`config.mk`:
```
export PLATFORM = sky130hd
export DESIGN_NAME = aabb_pt_cell
export DESIGN_NICKNAME = d
export VERILOG_FILES = /design/src/rtl/aabb_pair_collision_tracker_unit_assert.svh /design/src/rtl/aabb_pt_pkg.sv /design/src/rtl/aabb_pt_cell.sv
export SDC_FILE = /design/constraint.sdc
export NUM_CORES = 1
export LEC_CHECK = 0
export BUFFER_PORTS_ARGS = -buffer_cell sky130_fd_sc_hd__buf_4
export CORE_AREA = 2 2 186 188
export DETAILED_ROUTE_END_ITERATION = 8
export DIE_AREA = 0 0 188 190
export GPL_TIMING_DRIVEN = 0
export PLACE_DENSITY = 0.75
export RECOVER_POWER = 50
export SLEW_MARGIN = 15
export SYNTH_ARGS = -nofsm -noshare
export SYNTH_HDL_FRONTEND = slang
export SYNTH_SLANG_ARGS = --single-unit
```
`constraint.sdc`:
```
create_clock -name clk_i -period 4.55 [get_ports clk_i]
set_input_delay 0.91 -clock clk_i [delete_from_list [all_inputs] [get_ports clk_i]]
set_output_delay 0.91 -clock clk_i [all_outputs]
set_load 0.005 [all_outputs]
```
`src/rtl/aabb_pair_collision_tracker_unit_assert.svh`:
```
// ----------------------------------------------------------------------------
// Assertion macros for the AABB pair collision tracker
// Clocked concurrent checks that vanish in synthesis builds.
// ----------------------------------------------------------------------------
`ifndef AABB_PAIR_COLLISION_TRACKER_UNIT_ASSERT_SVH
`define AABB_PAIR_COLLISION_TRACKER_UNIT_ASSERT_SVH
`ifndef SYNTHESIS
`define AABB_PT_ASSERT(lbl, prop) \
  lbl: assert property (@(posedge clk_i) disable iff (!rst_ni) prop) \
    else $error("aabb_pt assertion failed");
`define AABB_PT_ASSERT_RST(lbl, prop) \
  lbl: assert property (@(posedge clk_i) prop) \
    else $error("aabb_pt assertion failed");
`else
`define AABB_PT_ASSERT(lbl, prop)
`define AABB_PT_ASSERT_RST(lbl, prop)
`endif
`endif

```
`src/rtl/aabb_pt_pkg.sv`:
```
// ----------------------------------------------------------------------------
// AABB pair tracker package
// Shared constants, payload structs and cell control struct.
// ----------------------------------------------------------------------------
`default_nettype none
package aabb_pt_pkg;

  localparam int MAX_COLLIDERS_DEF = 8;
  localparam int COORD_BITS_DEF    = 24;

  localparam int ID_W    = 3;
  localparam int POS_W   = 24;
  localparam int SIZE_W  = 23;
  localparam int LAYER_W = 5;
  localparam int MASK_W  = 32;
  localparam int KIND_W  = 2;

  // event kinds
  localparam logic [KIND_W-1:0] EV_STARTED   = 2'd0;
  localparam logic [KIND_W-1:0] EV_CONTINUES = 2'd1;
  localparam logic [KIND_W-1:0] EV_ENDED     = 2'd2;
  localparam logic [KIND_W-1:0] EV_NONE      = 2'd3;

  typedef struct packed {
    logic [ID_W-1:0]          collider_id;
    logic signed [POS_W-1:0]  left_x;
    logic signed [POS_W-1:0]  top_y;
    logic [SIZE_W-1:0]        box_width;
    logic [SIZE_W-1:0]        box_height;
    logic [LAYER_W-1:0]       layer_index;
    logic [MASK_W-1:0]        layer_mask;
    logic                     last_of_frame;
  } in_item_t;

  typedef struct packed {
    logic [ID_W-1:0]   first_id;
    logic [ID_W-1:0]   second_id;
    logic [KIND_W-1:0] event_kind;
    logic              last_event;
  } out_item_t;

  // per-cell control
  typedef struct packed {
    logic load;       // store the incoming collider
    logic load_trav;  // copy own record into the traveling register
    logic shift;      // take the neighbor's traveling record
    logic pres_clr;   // end of frame: drop presence
  } cell_ctl_t;

endpackage
`default_nettype wire

```
`src/rtl/aabb_pt_cell.sv`:
```
// ----------------------------------------------------------------------------
// AABB pair tracker cell
// Holds one collider slot plus a traveling copy passed along the ring, and
// tests the held collider against the traveling one.
// ----------------------------------------------------------------------------
`default_nettype none
module aabb_pt_cell #(
  parameter int CB = aabb_pt_pkg::COORD_BITS_DEF,
  localparam int PW = 2*CB + 2*(CB-1) + aabb_pt_pkg::LAYER_W + aabb_pt_pkg::MASK_W
) (
  input  wire logic                   clk_i,
  input  wire logic                   rst_ni,
  input  wire aabb_pt_pkg::cell_ctl_t ctl_i,
  input  wire logic [PW-1:0]          wr_i,
  input  wire logic [PW:0]            trav_i,
  output logic [PW:0]                 trav_o,
  output logic                        hit_o
);

  logic [PW-1:0] rec_q;
  logic          pres_q;
  logic [PW:0]   trav_q;

  // stored slot payload
  always_ff @(posedge clk_i) begin
    if (ctl_i.load) begin
      rec_q <= wr_i;
    end
  end

  // presence flag
  always_ff @(posedge clk_i or negedge rst_ni) begin
    if (!rst_ni) begin
      pres_q <= 1'b0;
    end else if (ctl_i.load) begin
      pres_q <= 1'b1;
    end else if (ctl_i.pres_clr) begin
      pres_q <= 1'b0;
    end
  end

  // traveling record
  always_ff @(posedge clk_i) begin
    if (ctl_i.load_trav) begin
      trav_q <= {pres_q, rec_q};
    end else if (ctl_i.shift) begin
      trav_q <= trav_i;
    end
  end

  assign trav_o = trav_q;

  // unpack both records
  logic [CB-1:0] al, at, bl, bt;
  logic [CB-2:0] aw, ah, bw, bh;
  logic [aabb_pt_pkg::LAYER_W-1:0] alay, blay;
  logic [aabb_pt_pkg::MASK_W-1:0]  amsk, bmsk;
  logic bpres;

  assign {al, at, aw, ah, alay, amsk}        = rec_q;
  assign {bpres, bl, bt, bw, bh, blay, bmsk} = trav_q;

  // closed-interval overlap at one extra bit, no overflow
  logic signed [CB:0] axl, axr, ayt, ayb, bxl, bxr, byt, byb;

  always_comb begin
    axl = {al[CB-1], al};
    ayt = {at[CB-1], at};
    bxl = {bl[CB-1], bl};
    byt = {bt[CB-1], bt};
    axr = axl + $signed({2'b00, aw});
    ayb = ayt + $signed({2'b00, ah});
    bxr = bxl + $signed({2'b00, bw});
    byb = byt + $signed({2'b00, bh});
  end

  assign hit_o = pres_q && bpres
              && !(axl > bxr) && !(axr < bxl)
              && !(ayt > byb) && !(ayb < byt)
              && amsk[blay] && bmsk[alay];

endmodule
`default_nettype wire
```
Word-level counts from Yosys, hierarchy flattened

Cells that the tools add are included.

Register bits after elaboration: 264
Latch bits: 0
Memory bits (writable): 0
ROM bits: 0
Input bits: 269
Output and inout port bits: 133
Word-level logic and storage cells: 34
Memories: 0

$add $sub $neg: 4
$mul: 0
Div/mod/pow operators: 0
Order comparisons: 6
Equality and inequality tests: 0
Shift-type cells: 0
Multiplexer cells: 8
Bitwise gates (word level): 0
Reductions and logical operators: 13

Operators by type and width:

| cell                 | number |
|---|---|
| $mux W132            | 2 |
| $add A24 B24 Y25     | 4 |
| $gt A24 B25 Y1       | 2 |
| $lt A25 B24 Y1       | 2 |
| $lt A5 B6 Y1 const B | 2 |
| $bmux W1 S5          | 2 |
| $logic_and A1 B1 Y1  | 7 |
| $logic_not A1 Y1     | 4 |
| $mux W1              | 4 |
| $reduce_bool A2 Y1   | 2 |

Logic depth before layout (Yosys ltp)

Word-level depth: 9
Gate-level depth with buffers: 22
Mapped depth without buffers: 22

Worst setup path after synthesis

No wires, ideal clock.

Path type: register to output
Start point: reg rec_q[107]
End point: out hit_o
Arrival: 3.706 ns
Required time: 3.640 ns
Slack: -0.066 ns
Stages on the path, launching flop included: 19
Path buffers: 0
Path through: edfxtp_1 -> ha_1 -> fa_1 -> a211oi_1 -> o21bai_1 -> a211o_1 -> a21oi_2 -> a21oi_2 -> a221o_1 -> xor2_1 -> ha_1 -> a21o_1 -> a21o_1 -> a21oi_1 -> and3_1 -> o2111ai_1 -> a21oi_1 -> a21oi_1 -> nor3b_1

Longest elaborated chain between the ends: 8
Elaborated cells between the ends (all ways): 11
Classes of those cells: add/sub (1); order compare (2); reduce/logical (8)

RTL lines:

| what                                                           | line                                   | RTL |
|---|---|---|
| start: declaration                                             | aabb_pt_cell.sv:20                     | `logic [PW-1:0] rec_q;` |
| start signal: assignment                                       | aabb_pt_cell.sv:27                     | `rec_q <= wr_i;` |
| $add A24 B24 Y25 / $gt A24 B25 Y1 (equally long branches)      | aabb_pt_cell.sv:71, aabb_pt_cell.sv:78 |  |
| $lt A25 B24 Y1 / $logic_not A1 Y1 (equally long branches)      | aabb_pt_cell.sv:78                     | `&& !(axl > bxr) && !(axr < bxl)` |
| $logic_not A1 Y1 / $logic_and A1 B1 Y1 (equally long branches) | aabb_pt_cell.sv:78                     |  |
| $logic_and A1 B1 Y1 *                                          | aabb_pt_cell.sv:78                     |  |
| $logic_and A1 B1 Y1 * (2 in a row)                             | aabb_pt_cell.sv:79                     | `&& !(ayt > byb) && !(ayb < byt)` |
| $logic_and A1 B1 Y1 * (2 in a row)                             | aabb_pt_cell.sv:80                     | `&& amsk[blay] && bmsk[alay];` |
| end: declaration                                               | aabb_pt_cell.sv:17                     | `output logic hit_o` |

Every way passes the cells marked *; elsewhere a longest branch is shown, timed or not.

Final worst setup path

Ends and elaborated chain as after synthesis.

==> reports/metrics.cfg <==
[yosys]
synthArstFlopShare_pct=0.379
synth_ff_type=edfxtp_1
avgSynthCellArea_sq_um=12.4
ys_types=59
synth_top_family_by_area=adder cells
synth_warnings=0
seq_area_frac_synth_pct=47.6
syn_area_sq_um=16600
synth_simple_gate_area_share_pct=7.22
synthesis.nets=1809
synth_xor_area_share_pct=3.89
synth_fa_ha_area_share_pct=14.8
netlist_instances=1346
synth.area.mux_share_pct=11.9
synth_seq_cells=264
synth_compound_area_share_pct=12.3
synth_edf_count=263

[clocking]
cts_sinks=264
cts_buffer_depth=3
worstSkewPairLatency_ps=610
htree_levels=1
cts_hold_buffers=0
clkSlewWorstSetupHoldPaths_ps=60
root_buffer=clkbuf_16
cts_buffers=30
cts_tree=yes

[setup_path]
arrival_ps=4940
critical_path.max_fanout=4
path_class=flip-flop to output port
cp-start-kind=flip-flop
path_cells=ha_2 > fa_2 > a211oi_2 > o21bai_1 > a211o_1 > a21oi_2 > a21oi_4 > a221o_1 > buf_4 > a211o_1 > a21oi_2 > o211a_1 > ha_1 > nand4_1 > a21oi_1 > a21oi_4 > a21oi_1 > nor3b_2 > buf_4
r2r_setup_slack_ps=3290
critical_path_required_ps=3640
crit_slowest_cell=edfxtp_1
critPathMaxStageDelay_ps=430
critical-path-top-delay-family=compound AO/OA/AOI/OAI gates
cp_num_buf_inv=2
end_kind=output port

[drt]
wl_per_cell_microns=20.3
wl_microns=46600
drc_errors=0
vias=12900
firstDrtPassIters=5
final_antenna_net_count=0
viasPerCell=5.62
first_iter_violations=687

[power]
p_sw_share_pct=31.1
ir_worst_vdd_mv=0.370
leakagePower_nw=9.44
p_seq_share_pct=37.4
power.density_nw_per_um2=384
power_mw=8.38
comb_power_share_pct=33.9
switching_power_mw=2.61
intPower_mw=5.77
p_clk_share_pct=28.6

[global_route]
grt_pass1_wl_microns=71000
grt_usage_pct=25.7
antenna_found_initial=7
grt-ovfl-total=0
first_global_vias=13100
grt_start_max_net_pins=82

[status]
outcome=complete, but fails checks
violations=capacitance limit, slew limit, setup timing

[timing]
tns_ps=-1300
skew_ps=44.7
finalCriticalPeriod_ps=5850
timing.hold.ws_ps=104
fmax_mhz=171
slew_violations=53
setup_viol_count_final=1
tightest_slew_ps=3190
finalCritPeriodShare_pct=129
rsz0062_at_grt=yes
fin_ws_ps=-1300
hold_viol_final=0
slew_headroom_pct=-112

[cells_and_area]
final_area_sq_um=21900
fill_cells=2612
stdcell_count=2295
layout_commonest_cell=buf_4
layout.nets=2276
final_util_pct=64.4
drive_above_1_share_pct=37.1
layout_common_cells=283 x buf_4, 263 x edfxtp_1, 186 x ha_1
syn_to_final_growth_pct=31.3

[floorplan]
num_rows=68
fp.dieW_microns=188
die_h_microns=190
ios=402
start_util_pct=49.0
coreArea_sq_um=33900
die-area_sq_um=35700

[flow_run]
cap_violations=1

[placed_design]
place_congestion=0.884
place_hpwl_microns=36400
dpl-instance-area_sq_um=20300
dp_cells=2204
port_buffers=400
place_ws_ps=-1340

[worst_hold_path]
min_path_type=input pin to asynchronous set/reset pin

sequential cells by signal, summed over array words and instances (netlist names):
name    flops
pres_q      1
rec_q     131
trav_o    132
kinds of logic (layout without fill, tap and decap cells):
| group | Yosys count | in the layout |
|---|---|---|
| AOI/OAI and AO/OA | 314 | 314 |
| xor gates and xnor gates | 74 | 74 |
| adders and majority gates | 194 | 194 |
| buffers and inverters | 104 | 594 |
| DFF | 264 | 264 |
| muxes | 158 | 158 |
| other | 0 | 4 |
| and+or+nand+nor | 238 | 238 |
synthesized netlist by cell type (4+ instances only):
cell	number	area share [%]
nor2_1	58	1.3
mux2_2	132	8.9
nor4_1	4	0.15
xnor2_1	46	2.4
a21boi_1	6	0.27
edfxtp_1	263	47
or2_2	4	0.15
a31oi_1	6	0.23
o211ai_1	9	0.41
nor3_1	19	0.57
a21oi_1	92	2.8
ha_1	190	14
and3_1	13	0.49
or3_1	7	0.26
and2_1	6	0.23
o21ai_0	36	1.1
xor2_1	28	1.5
a211oi_1	14	0.63
mux4_2	19	2.6
o2111ai_1	8	0.42
fa_1	4	0.48
inv_1	82	1.8
o41ai_1	4	0.21
nand4_1	21	0.79
o21bai_1	12	0.54
o21a_1	18	0.81
mux2i_1	7	0.42
a21o_1	59	2.7
o21ai_1	17	0.51
clkbuf_1	20	0.45
nand2_1	42	0.95
nand3_1	20	0.60
nand2b_1	18	0.68
nor2b_1	17	0.64
timing repair:
action / in CTS / in global routing
pin swaps: 29 / 28
setup buffers: 17 / 15
endpoints found under the setup margin: 1 / 1
gates resized for setup: 36 / 22
power groups by stage:
stage               combinational [mW]  sequential (mW)  clock (mW)
floorplan                         1.74             3.12           0
global placement                  2.52             3.19           0
detailed placement                2.60             3.18           0
CTS                               2.75             3.13        2.43
global route                      3.18             3.16        2.52
finish                            2.84             3.14        2.40
per-layer routing:
| metal | part of all wire [%] | GRT usage [%] |
|---|---|---|
| met5 | 0.077 | 0 |
| met4 | 3.3 | 7.96 |
| met3 | 7.9 | 5.81 |
| met2 | 50 | 45.2 |
| met1 | 39 | 31.3 |
path summary, 6_finish.rpt:
kind / startpoint / to / cells after the start
setup / recovery: rec_q[107] / hit_o / 19
max in group asynchronous: rst_ni / pres_q / 1
min in group clk_i: wr_i[115] / rec_q[115] / 1
hold / removal: rst_ni / pres_q / 1
setup reg to reg: rec_q[33] / trav_o[33] / 2
hold reg to reg: pres_q / pres_q / 1
layout make-up:
type	count	area, sq um	area share (%)
clock inverters	11	145	0.664
well taps	455	569	2.61
multi-input cells	978	8690	39.8
diodes	4	10.0	0.0458
flip-flops and latches	264	7920	36.3
plain buffers	22	85.1	0.389
clock buffers	44	833	3.81
repair buffers	435	3290	15.0
inverters	82	308	1.41
(Power assumes the default switching activity.)
